**src/rtl/core/s2c_pkg.sv**
```systemverilog
// shared types and constants of the spherical to cartesian converter
package s2c_pkg;

  localparam int CORDIC_WIDTH = 18;
  localparam int PHASE_WIDTH  = 32;
  localparam int TABLE_LEN    = 24;
  localparam int FRAC_BITS    = 15;

  localparam logic signed [CORDIC_WIDTH-1:0] CORDIC_GAIN = 18'sd19898;
  localparam logic signed [CORDIC_WIDTH-1:0] UNIT_POS    = 18'sd32768;
  localparam logic signed [CORDIC_WIDTH-1:0] UNIT_NEG    = -18'sd32768;

  // atan(2^-i), one turn is 2^32
  localparam logic signed [PHASE_WIDTH-1:0] ATAN_STEP [TABLE_LEN] = '{
    32'sd536870912, 32'sd316933406, 32'sd167458907, 32'sd85004756,
    32'sd42667331,  32'sd21354465,  32'sd10680350,  32'sd5340245,
    32'sd2670163,   32'sd1335087,   32'sd667544,    32'sd333772,
    32'sd166886,    32'sd83443,     32'sd41722,     32'sd20861,
    32'sd10430,     32'sd5215,      32'sd2608,      32'sd1304,
    32'sd652,       32'sd326,       32'sd163,       32'sd81
  };

  // one rotator lane: vector, residual phase and the fold flag
  typedef struct packed {
    logic signed [CORDIC_WIDTH-1:0] x;
    logic signed [CORDIC_WIDTH-1:0] y;
    logic signed [PHASE_WIDTH-1:0]  phase;
    logic                           neg;
  } s2c_lane_t;

endpackage

```
**src/rtl/core/s2c_if.sv**
```systemverilog


interface s2c_out_if #(
  parameter int RADIUS_WIDTH = 16
) ();
  logic                         valid;
  logic                         ready;
  logic signed [RADIUS_WIDTH:0] coord_x;
  logic signed [RADIUS_WIDTH:0] coord_y;
  logic signed [RADIUS_WIDTH:0] coord_z;

  modport source (output valid, output coord_x, output coord_y, output coord_z, input ready);
  modport sink   (input valid, input coord_x, input coord_y, input coord_z, output ready);
endinterface

```
**src/rtl/core/s2c_scale.sv**
```systemverilog
// clamp, sign fix and the two truncating multiply steps, ending in the output register
module s2c_scale
  import s2c_pkg::*;
#(
  parameter int RADIUS_WIDTH = 16
) (
  input  logic                    clk,
  input  logic                    rst,
  input  logic                    in_valid,
  output logic                    in_ready,
  input  logic [RADIUS_WIDTH-1:0] radius,
  input  s2c_lane_t               az,
  input  s2c_lane_t               alt,
  s2c_out_if.source               cart
);

  localparam int OW = RADIUS_WIDTH + 1;
  localparam int PW = OW + CORDIC_WIDTH;
  localparam int NS = 5;
  localparam logic signed [PW-1:0] ROUND_ADJ = PW'((1 << FRAC_BITS) - 1);

  typedef logic signed [CORDIC_WIDTH-1:0] q15_t;
  typedef logic signed [OW-1:0]           coord_t;
  typedef logic signed [PW-1:0]           prod_t;

  function automatic q15_t fix(logic signed [CORDIC_WIDTH-1:0] v, logic neg);
    q15_t n;
    n = neg ? -v : v;
    if (n > UNIT_POS) begin
      return UNIT_POS;
    end
    if (n < UNIT_NEG) begin
      return UNIT_NEG;
    end
    return n;
  endfunction

  // divide by 2^15 toward zero
  function automatic coord_t trunc_q15(prod_t p);
    prod_t a;
    a = p + (p[PW-1] ? ROUND_ADJ : '0);
    a = a >>> FRAC_BITS;
    return a[OW-1:0];
  endfunction

  logic [NS-1:0] v;
  logic [NS-1:0] en;

  // stage a: sine and cosine
  coord_t ra;
  q15_t   saz;
  q15_t   caz;
  q15_t   salt;
  q15_t   calt_a;
  // stage b: first products
  prod_t  px;
  prod_t  pz;
  prod_t  py;
  q15_t   calt_b;
  // stage c: truncated
  coord_t tx;
  coord_t tz;
  coord_t ty;
  q15_t   calt_c;
  // stage d: second products
  prod_t  qx;
  prod_t  qz;
  coord_t yd;

  always_comb begin
    en[NS-1] = !v[NS-1] || cart.ready;
    for (int k = NS - 2; k >= 0; k--) begin
      en[k] = !v[k] || en[k+1];
    end
  end

  assign in_ready = en[0];

  always_ff @(posedge clk) begin
    if (rst) begin
      v <= '0;
    end else begin
      if (en[0]) begin
        v[0] <= in_valid;
      end
      for (int k = 1; k < NS; k++) begin
        if (en[k]) begin
          v[k] <= v[k-1];
        end
      end
    end
  end

  always_ff @(posedge clk) begin
    if (en[0] && in_valid) begin
      ra     <= coord_t'({1'b0, radius});
      saz    <= fix(az.y, az.neg);
      caz    <= fix(az.x, az.neg);
      salt   <= fix(alt.y, alt.neg);
      calt_a <= fix(alt.x, alt.neg);
    end
    if (en[1] && v[0]) begin
      px     <= prod_t'(ra) * prod_t'(saz);
      pz     <= prod_t'(ra) * prod_t'(caz);
      py     <= prod_t'(ra) * prod_t'(salt);
      calt_b <= calt_a;
    end
    if (en[2] && v[1]) begin
      tx     <= trunc_q15(px);
      tz     <= trunc_q15(pz);
      ty     <= -trunc_q15(py);
      calt_c <= calt_b;
    end
    if (en[3] && v[2]) begin
      qx <= prod_t'(tx) * prod_t'(calt_c);
      qz <= prod_t'(tz) * prod_t'(calt_c);
      yd <= ty;
    end
    if (en[4] && v[3]) begin
      cart.coord_x <= trunc_q15(qx);
      cart.coord_z <= trunc_q15(qz);
      cart.coord_y <= yd;
    end
  end

  assign cart.valid = v[NS-1];

endmodule

```
**src/flat_wrapper.sv**
```systemverilog
// flat-port wrapper written by rule: the top's interface ports become plain ports
module s2c_scale_flat import s2c_pkg::*;
#(
  parameter int RADIUS_WIDTH = 16
)
  (clk, rst, in_valid, in_ready, radius, az, alt, cart_valid, cart_coord_x, cart_coord_y, cart_coord_z, cart_ready);
  s2c_out_if #(.RADIUS_WIDTH(RADIUS_WIDTH)) cart_i ();
  input  logic clk;
  input  logic rst;
  input  logic in_valid;
  output logic in_ready;
  input  logic [RADIUS_WIDTH-1:0] radius;
  input  s2c_lane_t az;
  input  s2c_lane_t alt;
  output wire logic [$bits(cart_i.valid)-1:0] cart_valid;
  output wire logic [$bits(cart_i.coord_x)-1:0] cart_coord_x;
  output wire logic [$bits(cart_i.coord_y)-1:0] cart_coord_y;
  output wire logic [$bits(cart_i.coord_z)-1:0] cart_coord_z;
  input wire logic [$bits(cart_i.ready)-1:0] cart_ready;
  assign cart_valid = cart_i.valid;
  assign cart_coord_x = cart_i.coord_x;
  assign cart_coord_y = cart_i.coord_y;
  assign cart_coord_z = cart_i.coord_z;
  assign cart_i.ready = cart_ready;
  s2c_scale #(.RADIUS_WIDTH(RADIUS_WIDTH)) u_core (.clk(clk), .rst(rst), .in_valid(in_valid), .in_ready(in_ready), .radius(radius), .az(az), .alt(alt), .cart(cart_i));
endmodule
```
**config.mk**
```make
export PLATFORM = sky130hd
export DESIGN_NAME = s2c_scale_flat
export DESIGN_NICKNAME = d
export VERILOG_FILES = /design/src/rtl/core/s2c_pkg.sv /design/src/rtl/core/s2c_if.sv /design/src/rtl/core/s2c_scale.sv /design/src/flat_wrapper.sv
export SDC_FILE = /design/constraint.sdc
export NUM_CORES = 2
export LEC_CHECK = 0
export ABC_AREA = 1
export CAP_MARGIN = 20
export CORE_MARGIN = 4
export CORE_UTILIZATION = 45
export CTS_BUF_LIST = sky130_fd_sc_hd__clkbuf_4
export CTS_CLUSTER_DIAMETER = 60
export DETAILED_ROUTE_END_ITERATION = 7
export DONT_BUFFER_PORTS = 1
export PLACE_DENSITY = 0.64
export SETUP_SLACK_MARGIN = 0.2
export SLEW_MARGIN = 20
export SYNTH_ARGS = -nofsm -noshare
export SYNTH_HDL_FRONTEND = slang
export SYNTH_SLANG_ARGS = --single-unit
```
**constraint.sdc**
```tcl
create_clock -name clk -period 8.1 [get_ports clk]
set_input_delay 1.215 -clock clk [delete_from_list [all_inputs] [get_ports clk]]
set_output_delay 1.215 -clock clk [all_outputs]
set_load 0.02 [all_outputs]
```
Word level (Yosys, flattened, before mapping). Index checks and enable logic that the tools add are counted.

Input bits: 158. Memory bits (writable): 0. Flip-flop bits (word level): 423. Output and inout port bits: 53. ROM bits: 0. Latch bits: 0. Memories kept: 0.

Shift operators: 0. $mul: 5. $add $sub $neg: 10. Multiplexer cells: 45. $lt $le $gt $ge: 8. Reduce and logical (&&, ||, !) cells: 15. Equality and inequality tests: 0. Div/mod/pow operators: 0. Bitwise logic cells: 0.

Operators by type and width (number): 18-bit 2-to-1 mux (20); 17-bit by 18-bit multiplier with 35-bit output (5); 32-bit adder (5); 15-bit 2-to-1 mux (5); 18-bit by 17-bit greater-than comparator with 1-bit output, second input constant (4); 18-bit by 16-bit < comparator with 1-bit output, second input constant (4); 18-bit negation (4); 1-bit 2-to-1 mux (20); 17-bit negation (1); 1-bit logical AND (5); 1-bit logical NOT (5); 1-bit logical OR (5).

Depth between registers and ports, before layout.
Depth in word-level cells: 12. Depth in mapped cells: 29. Gate-level depth less buffers: 27.

Least setup slack after synthesis. OpenSTA, ideal clock, no wires.

Kind: input to register. From: in cart_ready. To: reg u_core.calt_b[0] (enable). Setup time: 0.597 ns. Arrival time: 6.481 ns. Path slack: 1.022 ns. Cell stages on the path: 8. Buffers on the path: 0. Required time: 7.503 ns. Cells stage by stage: nor2_1 -> inv_1 -> nor2_1 -> inv_1 -> nor2_1 -> inv_1 -> nor2_1 -> nor2_1.

Cells in the longest elaborated chain, start to end: 5.

Ends and longest elaborated chain: start: declaration (line flat_wrapper.sv:19) `input wire logic [$bits(cart_i.ready)-1:0] cart_ready;`; 1-bit logical OR (line s2c_scale.sv:71) `en[NS-1] = !v[NS-1] || cart.ready;`; 1-bit logical OR (3 in series) (line s2c_scale.sv:73) `en[k] = !v[k] || en[k+1];`; 1-bit logical AND (line s2c_scale.sv:102) `if (en[1] && v[0]) begin`; end signal: assignment (line s2c_scale.sv:106) `calt_b <= calt_a;`; end: declaration (line s2c_scale.sv:59) `q15_t calt_b;`.

No other way between the ends. A chain may end at the register's enable or synchronous reset.

Worst setup path in the final report.
From: reg u_core.ra[11]. To: reg u_core.px[28], data pin.

Cells in the longest elaborated chain, start to end: 1.

Ends and longest elaborated chain: start: declaration (line s2c_scale.sv:50) `coord_t ra;`; start signal: assignment (line s2c_scale.sv:96) `ra <= coord_t'({1'b0, radius});`; 17-bit by 18-bit multiplier with 35-bit output (line s2c_scale.sv:103) `px <= prod_t'(ra) * prod_t'(saz);`; end signal: assignment (line s2c_scale.sv:103); end: declaration (line s2c_scale.sv:56) `prod_t px;`.

No other way between the ends.

==> impl_summary.log <==
INFO  metric status = finished clean
INFO  metric muxShareOfSynthArea = 0
INFO  metric die_h = 422 um
INFO  metric hpwlAfterDp = between 100000 and 150000 um
INFO  metric crit_path_start_kind = flip-flop
INFO  metric clk_latency = 1.03 ns
INFO  metric timing.final.hold_violations = 0
INFO  metric post-cts-setup-buffer-count = 0
INFO  metric grt_start_max_net_pins = 70
INFO  metric max_freq = approximately 0.14 GHz
INFO  metric hold_buffers = 0
INFO  metric max-slew-margin-rel = 0.254
INFO  metric wl_met1 = 75500 um
INFO  metric core_area = approximately 170000 sq um
INFO  metric mean_instance_size_in_the_synthesized_netlist = about 8.4 sq um
INFO  metric drt_wl_total = about 180000 um
INFO  metric floorplan.rows = about 150
INFO  metric setup-tns-final = 0 ns
INFO  metric main_combinational_cell_family_by_area_after_synthesis = adder cells
INFO  metric route.detailed.wl_per_inst = 15.8 um
INFO  metric rsz0062_at_grt = no
INFO  metric simple_gate_share_of_the_synthesized_area = 0.149
INFO  metric r2r_slack = roughly 1.2 ns
INFO  metric first_global_vias = about 60000
INFO  metric max_cap_viols = 0
INFO  metric initial_antenna_violation_count = 11
INFO  metric htree_levels = 3
INFO  metric synth_top_area_cells = sky130_fd_sc_hd__fa_1, sky130_fd_sc_hd__edfxtp_1, sky130_fd_sc_hd__inv_1
INFO  metric pre_cts_ws = around 1.3 ns
INFO  metric netlist.area_leader.share = 0.390
INFO  metric grt-ovfl-total = 0
INFO  metric synth_area_leader_cell = sky130_fd_sc_hd__fa_1
INFO  metric setup_ws = around 1.2 ns
INFO  metric postSynthNetCount = between 10000 and 15000
INFO  metric yosys-top-cells-count = sky130_fd_sc_hd__inv_1, sky130_fd_sc_hd__nand2_1, sky130_fd_sc_hd__fa_1, sky130_fd_sc_hd__ha_1, sky130_fd_sc_hd__edfxtp_1
INFO  metric synth_cell_types = 50
INFO  metric initial_utilization = 0.453
INFO  metric synth_async_reset_ratio = 0
INFO  metric worstSetupPathType = flip-flop to flip-flop
INFO  metric synth-seq-area-share = 0.160
INFO  metric fp.dieW = between 400 and 500 um
INFO  metric drt-initial-drc-count = between 3000 and 4000
INFO  metric synthAdderAreaFrac = 0.475
INFO  metric grt_pass1_wl = 301000 um
INFO  metric path_category_of_the_worst_min_delay_check = input pin to flip-flop
INFO  metric syn-cell-area = approximately 77000 sq um
INFO  metric io_buffers = 0
INFO  metric track_usage = 0.208
INFO  metric drc_errors = 0
INFO  metric postSynthCellCount = 9119
INFO  metric clk_root_buf = sky130_fd_sc_hd__clkbuf_4
INFO  metric cts-buffers-inserted = 115
INFO  metric layout-area-overhead-vs-synth = 4.74%
INFO  metric detailroute.via_count = approximately 55000
INFO  metric xor_xnor_share_of_the_synthesized_area = 0.0301
INFO  metric gpl.final_weighted_congestion = a little under 0.9
INFO  metric met3RoutedLength = about 9000 um
INFO  metric final_max_slew_viol_count = 0
INFO  metric ys_seq_elements = 413
INFO  metric cts_tree = yes
INFO  metric drtPass1Iterations = 6
INFO  metric transition_time_of_the_tightest_slew_check_pin = between 1 and 1.5 ns
INFO  metric share_of_the_cycle_needed_by_the_critical_path_after_routing = 0.858
INFO  metric numClockSinks = between 400 and 500
INFO  metric antenna_violating_nets_post_route = 0
INFO  metric synth-compound-area-share = 0.0330
INFO  metric met2_wirelength = 89500 um
INFO  metric min-delay-start = radius[2]
INFO  metric path_max_fanout = 20
INFO  metric post_cts_resize_count = 0
INFO  metric num-nets-final = 11100
INFO  metric highest_layer = met5
INFO  metric ys_dominant_reg_cell = sky130_fd_sc_hd__edfxtp_1
INFO  metric synth_warnings = 0
INFO  metric crit_path_end_kind = flip-flop
INFO  metric setup.worst_path.start = u_core.ra[11]$_DFFE_PP_
INFO  metric drive_above_1_share = 0.0417
INFO  metric worst_ep_required_time = about 8.9 ns
INFO  metric final_util = 0.475
INFO  metric setup-violations-final = 0
INFO  metric floorplan.io_pins = ~210
INFO  metric synthMostInstantiatedCell = sky130_fd_sc_hd__inv_1
INFO  metric count_of_flip_flops_with_a_built_in_enable_after_synthesis = roughly 410
INFO  metric final_period_minus_worst_setup_slack = 6.95 ns
INFO  metric fin_worst_skew = roughly 0.093 ns
INFO  metric worst_setup_hold_path_clk_slew = about 0.07 ns
INFO  metric floorplan.die_area = between 150000 and 200000 sq um
INFO  metric ctsLongestPathBuffers = 3
INFO  metric routed_via_density = between 4 and 5
INFO  metric critical_path.reg2reg.startpoint = u_core.ra[11]$_DFFE_PP_
INFO  metric crit_arrival = 7.69 ns
[stage by stage]
step	cells	instance area, sq um	hold slack, ns
2_1_floorplan	9119	77000	0.400
3_3_place_gp	11100	79000	0.404
3_5_place_dp	11100	79000	0.405
4_1_cts	11300	80600	0.0916
5_1_grt	11300	80700	0.127
6_report	11300	80700	0.266
[area by class of cell]
cell class	count	area [sq um]
multi-input cells	5580	52900
flip-flops and latches	413	12400
diodes	11	27.5
clock buffers	154	1160
inverters	2770	10400
repair buffers	74	618
fillers	16300	89200
well taps	2218	2780
clock inverters	55	439
[cells by family after synthesis]
kind of cell    count (synthesis)
xor+xnor                      265
flops                         413
compound gates                457
simple gates                 2837
buf+inv                      3126
fa+ha+maj                    2021
[cells in the final DEF (no fill, tap or decap), types with 6 or more instances in the layout]
master,instances
sky130_fd_sc_hd__nor3_1,37
sky130_fd_sc_hd__a31oi_1,13
sky130_fd_sc_hd__nand2_1,2149
sky130_fd_sc_hd__a21o_1,22
sky130_fd_sc_hd__xnor2_1,98
sky130_fd_sc_hd__fa_1,1501
sky130_fd_sc_hd__xor2_1,167
sky130_fd_sc_hd__diode_2,11
sky130_fd_sc_hd__clkinv_1,31
sky130_fd_sc_hd__clkbuf_4,154
sky130_fd_sc_hd__a21oi_1,234
sky130_fd_sc_hd__nor2_4,8
sky130_fd_sc_hd__nand3_2,6
sky130_fd_sc_hd__o21ai_2,6
sky130_fd_sc_hd__o211ai_1,6
sky130_fd_sc_hd__or2_2,6
sky130_fd_sc_hd__inv_1,2760
sky130_fd_sc_hd__edfxtp_1,408
sky130_fd_sc_hd__ha_1,520
sky130_fd_sc_hd__buf_4,69
sky130_fd_sc_hd__bufinv_16,7
sky130_fd_sc_hd__nand3_1,155
sky130_fd_sc_hd__inv_2,7
sky130_fd_sc_hd__nor2_1,302
sky130_fd_sc_hd__nor4_1,14
sky130_fd_sc_hd__nand4_1,56
sky130_fd_sc_hd__nand3b_1,13
sky130_fd_sc_hd__o21ai_0,120
sky130_fd_sc_hd__clkinv_2,14
sky130_fd_sc_hd__a21boi_0,10
sky130_fd_sc_hd__nor2_2,59
sky130_fd_sc_hd__o21bai_1,18
sky130_fd_sc_hd__nand2_2,20
[worst paths after layout]
kind                                  end  cells after the start
setup reg to reg  u_core.px[28]$_DFFE_PP_                     21
setup / recovery  u_core.px[28]$_DFFE_PP_                     21
hold / removal     u_core.ra[2]$_DFFE_PP_                      0
hold reg to reg   u_core.yd[13]$_DFFE_PP_                      0
[worst max-delay path, cell delays in order, from the launching register on]
cell and delay, ns:
sky130_fd_sc_hd__edfxtp_1 1.09, sky130_fd_sc_hd__buf_4 0.44, sky130_fd_sc_hd__nand2_1 0.13, sky130_fd_sc_hd__fa_1 0.57
sky130_fd_sc_hd__inv_1 0.06, sky130_fd_sc_hd__fa_1 0.55, sky130_fd_sc_hd__fa_1 0.45, sky130_fd_sc_hd__fa_1 0.48
sky130_fd_sc_hd__fa_1 0.50, sky130_fd_sc_hd__inv_1 0.05, sky130_fd_sc_hd__fa_1 0.47, sky130_fd_sc_hd__inv_1 0.05
sky130_fd_sc_hd__ha_1 0.36, sky130_fd_sc_hd__nand2_1 0.09, sky130_fd_sc_hd__nor2_1 0.16, sky130_fd_sc_hd__nand4_1 0.12
sky130_fd_sc_hd__o21ai_2 0.28, sky130_fd_sc_hd__a21oi_1 0.16, sky130_fd_sc_hd__o21bai_1 0.33, sky130_fd_sc_hd__nand2_1 0.12
sky130_fd_sc_hd__nand3_1 0.09, sky130_fd_sc_hd__nand2_1 0.06
[per-layer routing]
layer / vias up / GRT usage
met3: 289 / 0.0246
met4: 4 / 0.0588
li1: 26000 / -
met1: 27500 / 0.270
met5: - / 0
met2: 1400 / 0.365
[sequential cells by signal, indices dropped and copies added, names as in the netlist, 18 cells and up]
signal / count
u_core.px: 33
u_core.py: 33
u_core.pz: 33
u_core.qx: 33
u_core.qz: 33
u_core.calt_a: 18
u_core.calt_b: 18
u_core.calt_c: 18
u_core.caz: 18
u_core.salt: 18
u_core.saz: 18
Power is left out: the tool's default activity adds up to more than one toggle a clock period on the data nets, which glitch-free logic cannot reach.
