<file path="config.mk">
export PLATFORM = sky130hd
export DESIGN_NAME = s2c_cell
export DESIGN_NICKNAME = d
export VERILOG_FILES = /design/src/rtl/core/s2c_pkg.sv /design/src/rtl/core/s2c_cell.sv
export SDC_FILE = /design/constraint.sdc
export NUM_CORES = 1
export LEC_CHECK = 0
export ABC_AREA = 1
export ABC_CLOCK_PERIOD_IN_PS = 8820
export BUFFER_PORTS_ARGS = -buffer_cell sky130_fd_sc_hd__buf_2
export CORE_UTILIZATION = 23
export DETAILED_ROUTE_END_ITERATION = 8
export GPL_TIMING_DRIVEN = 1
export PLACE_DENSITY = 0.53
export RECOVER_POWER = 100
export SLEW_MARGIN = 0
export SYNTH_ARGS = -nofsm -noshare
export SYNTH_HDL_FRONTEND = slang
export SYNTH_SLANG_ARGS = --single-unit
export TNS_END_PERCENT = 20
</file>
<file path="constraint.sdc">
create_clock -name clk -period 8.82 [get_ports clk]
set_input_delay 1.323 -clock clk [delete_from_list [all_inputs] [get_ports clk]]
set_output_delay 1.323 -clock clk [all_outputs]
set_load 0.05 [all_outputs]
</file>
<file path="src/rtl/core/s2c_pkg.sv">
// shared types and constants of the spherical to cartesian converter
package s2c_pkg;

  localparam int CORDIC_WIDTH = 18;
  localparam int PHASE_WIDTH  = 32;
  localparam int TABLE_LEN    = 24;
  localparam int FRAC_BITS    = 15;

  localparam logic signed [CORDIC_WIDTH-1:0] CORDIC_GAIN = 18'sd19898;
  localparam logic signed [CORDIC_WIDTH-1:0] UNIT_POS    = 18'sd32768;
  localparam logic signed [CORDIC_WIDTH-1:0] UNIT_NEG    = -18'sd32768;

  // atan(2^-i), one turn is 2^32
  localparam logic signed [PHASE_WIDTH-1:0] ATAN_STEP [TABLE_LEN] = '{
    32'sd536870912, 32'sd316933406, 32'sd167458907, 32'sd85004756,
    32'sd42667331,  32'sd21354465,  32'sd10680350,  32'sd5340245,
    32'sd2670163,   32'sd1335087,   32'sd667544,    32'sd333772,
    32'sd166886,    32'sd83443,     32'sd41722,     32'sd20861,
    32'sd10430,     32'sd5215,      32'sd2608,      32'sd1304,
    32'sd652,       32'sd326,       32'sd163,       32'sd81
  };

  // one rotator lane: vector, residual phase and the fold flag
  typedef struct packed {
    logic signed [CORDIC_WIDTH-1:0] x;
    logic signed [CORDIC_WIDTH-1:0] y;
    logic signed [PHASE_WIDTH-1:0]  phase;
    logic                           neg;
  } s2c_lane_t;

endpackage

</file>
<file path="src/rtl/core/s2c_cell.sv">
// one cordic rotation cell, two lanes side by side, with its own valid flag
module s2c_cell
  import s2c_pkg::*;
#(
  parameter int STAGE        = 0,
  parameter int RADIUS_WIDTH = 16
) (
  input  logic                    clk,
  input  logic                    rst,
  input  logic                    in_valid,
  output logic                    in_ready,
  input  logic [RADIUS_WIDTH-1:0] in_radius,
  input  s2c_lane_t               in_az,
  input  s2c_lane_t               in_alt,
  output logic                    out_valid,
  input  logic                    out_ready,
  output logic [RADIUS_WIDTH-1:0] out_radius,
  output s2c_lane_t               out_az,
  output s2c_lane_t               out_alt
);

  function automatic s2c_lane_t rotate(s2c_lane_t l);
    s2c_lane_t                      r;
    logic signed [CORDIC_WIDTH-1:0] xs;
    logic signed [CORDIC_WIDTH-1:0] ys;
    logic signed [CORDIC_WIDTH-1:0] xv;
    logic signed [CORDIC_WIDTH-1:0] yv;
    logic signed [PHASE_WIDTH-1:0]  pv;
    xv = l.x;
    yv = l.y;
    pv = l.phase;
    xs = xv >>> STAGE;
    ys = yv >>> STAGE;
    r  = l;
    if (!pv[PHASE_WIDTH-1]) begin
      r.x     = xv - ys;
      r.y     = yv + xs;
      r.phase = pv - ATAN_STEP[STAGE];
    end else begin
      r.x     = xv + ys;
      r.y     = yv - xs;
      r.phase = pv + ATAN_STEP[STAGE];
    end
    return r;
  endfunction

  logic advance;

  assign advance  = !out_valid || out_ready;
  assign in_ready = advance;

  always_ff @(posedge clk) begin
    if (rst) begin
      out_valid <= 1'b0;
    end else if (advance) begin
      out_valid <= in_valid;
    end
  end

  always_ff @(posedge clk) begin
    if (advance && in_valid) begin
      out_radius <= in_radius;
      out_az     <= rotate(in_az);
      out_alt    <= rotate(in_alt);
    end
  end

endmodule

</file>
# Word-level counts from Yosys, hierarchy flattened
# Cells that the tools add are included.
# Widths: inputs -> output; s select.
[totals]
reg_bits = 155
[op_classes]
mux = 2
addsub = 10
reduce_logical = 3
[ops]
columns = ["op", "n"]
rows = [
  ["$mux 68", 2],
  ["$sub 18x18->18", 4],
  ["$add 32x31->32 const B", 2],
  ["$sub 32x31->32 const B", 2],
  ["$add 18x18->18", 2],
  ["$logic_and 1x1->1", 1],
  ["$logic_not 1->1", 1],
  ["$logic_or 1x1->1", 1],
]

# Longest topological paths before layout
# Gate-level depths: netlist of the first run.
[logic_depth]
depth_word = 3
mapped_depth = 14
mapped_depth_nobuf = 14

# Worst setup path before layout of the first run
# OpenSTA, ideal clock, no wires.
[synth_timing]
kind = "input -> register"
start = "in in_valid"
end = "reg out_alt[0] (netlist bit), enable pin"
cell_stages = 2
path_slack_ns = -0.567
t_arrival_ns = 8.674
t_required_ns = 8.107
n_path_buf = 0
cell_sequence = "inv_1 a21oi_1"
[synth_between]
elab_chain_cells = 1
[synth_rtl]
columns = ["item", "line_no", "rtl"]
rows = [
  ["start: declaration", "s2c_cell.sv:10", "input logic in_valid,"],
  ["$logic_and 1x1->1", "s2c_cell.sv:61", "if (advance && in_valid) begin"],
  ["end signal: assignment", "s2c_cell.sv:64", "out_alt <= rotate(in_alt);"],
  ["end: declaration", "s2c_cell.sv:19", "output s2c_lane_t out_alt"],
]
# Every way passes these cells.
# A chain may end at the register's enable or synchronous reset.

# Final worst setup path of the first run
[layout_timing]
start = "in in_alt[32] (netlist bit)"
end = "reg out_alt[34] (netlist bit) (data pin)"
[layout_between]
elab_chain_cells = 1
[layout_rtl]
columns = ["item", "line_no", "rtl"]
rows = [
  ["start: declaration", "s2c_cell.sv:14", "input s2c_lane_t in_alt,"],
  ["$mux 68", "s2c_cell.sv:35", "if (!pv[PHASE_WIDTH-1]) begin"],
]
# Every way passes these cells.

==> flow_summary.ini, run 1 <==
[critical_path]
crit_chain = clkbuf_1 > inv_1 > o21ai_0
crit_path_end_kind = register
crit_path_start_kind = input pin
cp.depth = 3
worstPathArrival_ns = 4.53
required_ns = 9.01
path_buf_inv = 2
ff2ff_path_depth = 2
cp_slowest_cell = clkbuf_1
crit_family = buffers and inverters
critPathKind = input pin to register
cp_slowest_stage_delay_ns = 1.20
worst-path-max-fanout = 37

[drt]
routed_wl_um = 36900
drtAntennaViolNets = 0
via_per_inst = 4.53
dr.pass1.iters = 5
vias = 10477
drc = 0
wl_per_cell_um = 15.9
drtIter0Drc = 697

[place]
finalWeightedCongestion = 0.931
port_buffers = 313
hpwl_um = 29300

[clock_network]
clk_pin_slew_ns = 0.07
cts.sinks = 153
cts_hold_buf = 0
clkLatencyLatePin_ns = 0.48
ctsRootBufferMaster = clkbuf_16
tritoncts = yes
cts_resized = 0
htreeDepth = 4
clock_path_buffers = 2
post-cts-setup-buffer-count = 0
cts_buffers = 17

[die]
dieArea_um2 = 49600
die_h_um = 223
start_util = 0.234
core-area_um2 = 47900
rows = 80
die-width_um = 223
io_pins = 314

[sta]
setup_viol = 0
min_period_over_period = 0.492
tightest_slew_ns = 1.81
fmax_mhz = 230
hold_viol = 0
finalClockSkew_ns = 0.0141
slew_violations = 90
slew_headroom = -0.204
rsz0062_at_grt = false
period_minus_slack_ns = 4.34
timing.setup.tns_ns = 0
timing.hold.ws_ns = 0.512

[run_status]
violations = max-capacitance violations, max-slew violations
status = finished, violations left

[pwr]
power.total_mw = 2.46
p_leak_nw = 6.40
power_density_nw_per_um2 = 180
ir_worst_vdd_v = 0.0000995

[global_route]
grt_pass1_wl_um = 55300
gr-usage-all-layers = 0.147
overflow = 0
grt_max_degree = 73
grt_pass1_vias = 9817
antenna_found_initial = 1

[yosys]
netlist.area_leader.share = 0.407
synth-seq-area-share = 0.409
synth-compound-area-share = 0.0890
synthesis.nets = 1663
ys_types = 34
synth_top_family_by_area = simple AND/OR/NAND/NOR gates
yosys.area_share.adder = 0.128
netlist_area_um2 = 11200
synth_mux_area_frac = 0
synth_top_area_cell = edfxtp_1
synth.yosys.warnings = 0
synth-simple-area-share = 0.259
synthXorXnorAreaFrac = 0.0203
synth.avg_cell_area_um2 = 8.03
synth_area_leaders = edfxtp_1 41%, nand2_1 13%, ha_1 11%
synth_seq_cells = 153
synthCells = 1395

[finish]
drive_gt1_frac = 0.123
area_growth_pct = 21.9
layout.nets = 1953
final_util = 0.285
antenna_cells = 0

[worst_hold_path]
min_path_cells = 2
hold_path_class = register to register

[run]
maxCapViolCount = 3
## through the flow
step / instance area [um2] / setup slack [ns] / std cells
4_1_cts: 13900 / 5.66 / 2313
6_report: 13700 / 4.48 / 2313
3_3_place_gp: 13300 / 5.36 / 2281
2_1_floorplan: 11200 / 2.57 / 1395
3_5_place_dp: 13300 / 5.38 / 2281
5_1_grt: 13700 / 4.33 / 2313
## cell type report
class,count,area [um2]
multi-input cells,995,5560
clock buffers,17,425
well taps,615,769
clock inverters,15,194
inverters,203,762
fillers,5223,34300
flip-flops and latches,153,4580
repair buffers,315,1370
## Yosys cell counts
cell	n
ha_1	102
buf_2	13
o21bai_1	14
nor4_1	2
o22ai_1	4
nor3_1	8
buf_4	19
nand3_2	4
inv_2	3
or2_2	2
nor3_2	1
a21o_1	8
xor2_1	26
nor2_4	1
o21ai_2	2
clkbuf_1	6
nor2_2	5
o21ai_1	7
inv_1	200
nand3_1	156
nand4_1	8
nand2_1	380
dfxtp_1	1
buf_6	6
o21ai_0	61
edfxtp_1	152
fa_1	8
and2_1	5
nand2_2	8
nand2_4	1
nor2_1	92
a21oi_1	81
nor4_2	4
a21oi_2	5
## worst paths after layout
check	from	end	slack, ns
setup / recovery	in_alt[32]	out_alt[34]	4.48
hold / removal	out_valid	out_valid	0.51
setup reg to reg	out_valid	out_az[58]	5.76
hold reg to reg	out_valid	out_valid	0.51
## cell families (layout without fill, tap and decap cells)
| kind of cell | count (synthesis) | count (layout) |
|---|---|---|
| and+or+nand+nor | 677 | 677 |
| buffers and inverters | 247 | 550 |
| AOI/OAI and AO/OA | 182 | 182 |
| DFF | 153 | 153 |
| adders and majority gates | 110 | 110 |
| xor gates and xnor gates | 26 | 26 |
## registers in the layout (all words and copies together) (netlist names)
signal,cells
out_alt,68
out_az,68
out_radius,16
out_valid,1
## power breakdown
part / switching [mW] / internal (mW)
clock network: 0.388 / 0.386
registers: 0.0240 / 0.883
logic: 0.590 / 0.189
## metal layers
metal | share of wire | vias up | wire length, um | track usage
li1 | - | 5144 | - | -
met1 | 0.47 | 4891 | 17200 | 0.196
met2 | 0.45 | 403 | 16800 | 0.233
met3 | 0.062 | 37 | 2290 | 0.0343
met4 | 0.016 | 2 | 580 | 0.0492
met5 | 0.00046 | - | 17 | 0
## worst min-delay path: stages, from the launching register on
cell     delay, ns
dfxtp_1       0.32
nand2_1       0.09
a21oi_1       0.06
## layout by cell type, fill, tap and decap left out, types with 3 or more instances in the layout
cell type and instances:
a21o_1 8, a21oi_1 81, a21oi_2 5, and2_1 5, buf_2 144, clkbuf_1 169
clkbuf_16 17, clkinv_4 3, clkinv_8 6, edfxtp_1 152, fa_1 8, ha_1 102
inv_1 202, inv_8 4, nand2_1 381, nand2_2 7, nand3_1 156, nand3_2 4
nand4_1 8, nor2_1 94, nor2_2 3, nor3_1 8, nor4_2 4, o21ai_0 65
o21ai_1 3, o21bai_1 14, o22ai_1 4, xor2_1 26
No activity file was read; power rests on OpenSTA's default activity.
==> run 2, diff against run 1 <==
Settings changed: ABC_AREA 1 to 0, ABC_CLOCK_PERIOD_IN_PS 8820 to 4220, PLACE_DENSITY 0.53 to 0.52.
Clock period 8.82 ns to 4.22 ns, I/O delays scaled along.
==> run 2 against run 1 <==
Effect of this change:
- sequential share of layout area up 2.8 points
- total power grew 100%
- the run still ends with max-capacitance violations, max-slew violations left
- synthesized area shrank 9.9%
- wire length decreased by 17%
- count of clock-buffer cells in the layout up 2
- synthesized cell count shrank 31%
- worst hold slack lost 0.18 ns
- first-iteration DRC count decreased by 38%
- critical endpoint unchanged
- final cell count shrank 19%
- highest routed layer is now met4
==> flow_summary.ini, run 2 <==
[worst_hold_path]
holdCritStartpoint = rst
hold_path_class = input pin to register

[pwr]
power.total_mw = 5.02
ir_worst_vdd_v = 0.000175
p_int_mw = 3.13
power_density_nw_per_um2 = 398
p_comb_frac = 0.314
seq_power_share = 0.381
p_leak_nw = 5.12
switching_share = 0.376
power_switching_mw = 1.89
clkPwrFrac = 0.305

[drt]
routed_wl_um = 30500
drtAntennaViolNets = 0
drc = 0
vias = 8228
via_per_inst = 4.42
dr.pass1.iters = 4
wl_per_cell_um = 16.4
drtIter0Drc = 430

[critical_path]
worst-path-max-fanout = 46
required_ns = 4.31
critPathKind = register to register
critPathLaunch = out_valid
crit_path_start_kind = register
worstReg2RegStart = out_valid
worstPathArrival_ns = 3.22
crit_path_end_kind = register

[finish]
seqCellArea_um2 = 4580
multi_input_area_um2 = 4850
final_util = 0.292
largestRegisters = out_alt x68, out_az x68, out_radius x16
drive_gt1_frac = 0.151
layout.nets = 1532
fillers = 4692
layout_common_cells = 173 x clkbuf_1, 152 x edfxtp_1, 144 x buf_2, 110 x inv_1, 102 x ha_1
area_growth_pct = 24.8
final_common_cell = clkbuf_1

[place]
port_buffers = 313
hpwl_um = 24400
place_ws_ns = 0.903
finalWeightedCongestion = 0.883

[yosys]
synth.avg_cell_area_um2 = 10.5
synth.yosys.warnings = 0
ys_types = 72
synthFlopType = edfxtp_1
synth_seq_cells = 153
synth_top_area_cell = edfxtp_1
synthCells = 966
netlist.area_leader.share = 0.452
netlist_area_um2 = 10100
synth_edf_count = 152
synth_area_leaders = edfxtp_1 45%, ha_1 13%, xnor2_1 5.1%
ys_async_sr_fraction = 0
synth-seq-area-share = 0.454
yosysMostFrequentCell = edfxtp_1
synth_common_cells = 152 x edfxtp_1, 109 x inv_1, 102 x ha_1, 90 x a21oi_1, 66 x nor2_1
synthesis.nets = 1234

[sta]
post-route-worst-setup-slack_ns = 1.09
finalClockSkew_ns = 0.00764
min_period_over_period = 0.741
slew_headroom = -0.501
setup_viol = 0
hold_viol = 0
slew_violations = 46
period_minus_slack_ns = 3.13
rsz0062_at_grt = false
timing.setup.tns_ns = 0
tightest_slew_ns = 2.25
fmax_mhz = 320

[global_route]
grt_pass1_vias = 8000
grt_use_met3 = 0.0243
grt_max_degree = 72
overflow = 0
globalRouteMet1Util = 0.154
busiest_layer = met2
met2_usage = 0.239
grt_pass1_wl_um = 45100
antenna_found_initial = 1
gr-usage-all-layers = 0.133

[clock_network]
cts_buffers = 17
cts_hold_buf = 0
htreeDepth = 4
clk_pin_slew_ns = 0.07
post-cts-setup-buffer-count = 0
clkLatencyLatePin_ns = 0.45
cts.sinks = 153
cts_resized = 0
tritoncts = yes
ctsRootBufferMaster = clkbuf_16
clock_path_buffers = 2

[die]
rows = 76
dieArea_um2 = 44700
io_pins = 314
start_util = 0.234
core-area_um2 = 43200
die-width_um = 212
die_h_um = 212

[run_status]
violations = max-capacitance violations, max-slew violations
status = finished, violations left

[run]
maxCapViolCount = 1
==> run 2: power groups by stage <==
stage / logic [mW] / registers [mW] / clock network (mW)
2_1_floorplan: 0.672 / 2.45 / 0
3_3_place_gp: 1.62 / 1.94 / 0
3_5_place_dp: 1.62 / 1.94 / 0
4_1_cts: 1.63 / 1.91 / 1.60
5_1_grt: 1.69 / 1.93 / 1.64
6_report: 1.57 / 1.91 / 1.53
==> run 2: per-stage QoR <==
step / hold WS (ns) / instances / area (um2)
floorplan: 0.702 / 966 / 10100
global placement: 0.499 / 1830 / 12300
detailed placement: 0.517 / 1830 / 12300
CTS: 0.290 / 1862 / 12800
global route: 0.296 / 1863 / 12600
finish: 0.331 / 1863 / 12600
==> run 2: final cells by class <==
class,count,area share
flip-flops and latches,153,0.364
clock buffers,19,0.0344
multi-input cells,654,0.385
clock inverters,13,0.0109
repair buffers,322,0.113
diodes,1,0.000199
inverters,116,0.0346
well taps,585,0.0581
==> run 2: final timing paths <==
kind	endpoint	slack, ns	cells past startpoint
worst max-delay path	out_alt[34]	1.09	3
worst min-delay path	out_valid	0.33	2
worst max register to register	out_alt[34]	1.09	3
worst min register to register	out_valid	0.53	2
==> run 2: cells by family (layout without fill, tap and decap cells) <==
kind of cell    Yosys count  in the layout  share of synthesized area
compound gates          283            283                      0.182
simple gates            179            179                     0.0843
buf+inv                 159            470                     0.0639
flops                   153            153                      0.454
fa+ha+maj               110            110                      0.142
xor+xnor                 66             66                     0.0572
mux                      16             16                     0.0160
other cells               0              1                          0
==> run 2: routing by layer <==
metal	part of all wire	wire length (um)
met1	0.42	12800
met2	0.51	15600
met3	0.046	1400
met4	0.022	684
met5	0	0
==> run 2: worst max-delay path, cell delays in order, from the launching register on <==
cell and delay, ns:
dfxtp_1 0.32, nand2b_1 0.10, and2_1 1.67, buf_4 0.65
==> run 3, diff against run 2 <==
Settings changed: ABC_AREA 0 to 1, ABC_CLOCK_PERIOD_IN_PS 4220 to 3110.
Clock period 4.22 ns to 3.11 ns, I/O delays scaled along.
==> run 3 against run 2 <==
Effect of this change:
- the run now ends clean
- worst hold slack worse by 0.20 ns
- first-iteration DRC count rose by 26%
- worst setup slack got worse by 0.31 ns
- die area rose by 11%
- final area rose by 8.8%
- register-to-register slack worse by 0.23 ns
- sequential cell count unchanged
- non-clock buffer count shrank 3
- clock skew rose by 0.0055 ns
- core utilization is 0.60 points lower
- sequential share of layout area down 2.9 points
- sequential power up 35%
==> flow_summary.ini, run 3 (synthesized netlist as in run 1, its figures left out) <==
[critical_path]
crit_path_end_kind = register
cp_slowest_stage_delay_ns = 0.49
cp.depth = 12
worstPathArrival_ns = 2.55
path_buf_inv = 2
critPathKind = input pin to register
crit_path_start_kind = input pin
ff2ff_path_depth = 2
crit_top_cell = nand2_1
crit_chain = clkbuf_1 > inv_1 > ha_1 > fa_1 > o21ai_0 > nand2_1 > nand2_1 > nand2_1 > nand2_1 > nand2_1 > nand3_1 > nand2_1
worst-path-max-fanout = 3
crit_family = adder cells
required_ns = 3.33
cp_slowest_cell = o21ai_0

[global_route]
antenna_found_initial = 2
gr-usage-all-layers = 0.147
grt_pass1_wl_um = 55300
overflow = 0
grt_max_degree = 86
grt_pass1_vias = 9880

[finish]
final_common_cell = nand2_1
multi_input_area_um2 = 5560
fillers = 5286
area_growth_pct = 22.3
largestRegisters = out_alt x68, out_az x68, out_radius x16
instances_no_fill = 2318
fin_area_um2 = 13700
layout.nets = 1957
seqCellArea_um2 = 4580
drive_gt1_frac = 0.121
layout_common_cells = 381 x nand2_1, 200 x inv_1, 179 x clkbuf_1, 156 x nand3_1, 152 x edfxtp_1
final_util = 0.286

[drt]
wl_per_cell_um = 15.7
drtAntennaViolNets = 0
drc = 0
vias = 10288
via_per_inst = 4.44
drtIter0Drc = 541
routed_wl_um = 36400
dr.pass1.iters = 7

[place]
port_buffers = 313
dpl_cell_area_um2 = 13300
hpwl_um = 29200
numPlacedInstances = 2285
finalWeightedCongestion = 0.900

[sta]
fmax_mhz = 431
setup_viol = 0
hold_viol = 0
finalClockSkew_ns = 0.0132
tightest_slew_ns = 1.27
slew_headroom = 0.152
slew_violations = 0
min_period_over_period = 0.747
period_minus_slack_ns = 2.32
timing.setup.tns_ns = 0
rsz0062_at_grt = false

[clock_network]
cts_hold_buf = 0
htreeDepth = 4
clk_pin_slew_ns = 0.07
cts.sinks = 153
post-cts-setup-buffer-count = 0
clkLatencyLatePin_ns = 0.47
clock_path_buffers = 2
cts_resized = 0
ctsRootBufferMaster = clkbuf_16
tritoncts = yes
cts_buffers = 17

[run_status]
status = complete, no violations

[worst_hold_path]
hold_path_class = input pin to register
min_path_cells = 2

[die]
io_pins = 314
die_h_um = 223
core-area_um2 = 47900
rows = 80
die-width_um = 223
start_util = 0.234
dieArea_um2 = 49600

[pwr]
p_leak_nw = 6.39
power_density_nw_per_um2 = 506
ir_worst_vdd_v = 0.000285
power.total_mw = 6.93

[run]
maxCapViolCount = 0
run 3: final timing paths:
check,from,to,slack [ns]
setup / recovery,in_alt[33],out_alt[49],0.79
hold / removal,rst,out_valid,0.13
setup reg to reg,out_valid,out_az[22],0.86
hold reg to reg,out_valid,out_valid,0.52
run 3: layer usage:
metal  vias up  GRT usage  part of all wire
met4         2     0.0583             0.019
met2       386      0.234              0.46
li1       5141          -                 -
met5         -          0           0.00036
met3        36     0.0321             0.057
met1      4723      0.193              0.47
run 3: metrics by stage:
stage / hold WS, ns / worst slack, ns
after global routing: 0.0994 / 0.605
final: 0.133 / 0.787
after floorplan: 0.526 / -0.309
after CTS: 0.0708 / 1.08
after detailed placement: 0.512 / 0.565
after global placement: 0.498 / 0.537
run 3: layout make-up:
class | instances | share of cell area
clock inverter | 15 | 0.0131
antenna | 1 | 0.000183
clock buffer | 17 | 0.0310
multi-input combinational | 995 | 0.406
sequential | 153 | 0.335
tap | 615 | 0.0562
timing repair buffer | 319 | 0.103
inverter | 203 | 0.0565
run 3: power by group:
group / switching (mW) / internal (mW)
combinational: 1.67 / 0.542
clock: 1.07 / 1.08
sequential: 0.0697 / 2.50
run 3: worst reg2reg max path, cell delays in order, from the launching register on:
cell	delay [ns]
dfxtp_1	0.33
a21oi_1	0.97
buf_12	0.48
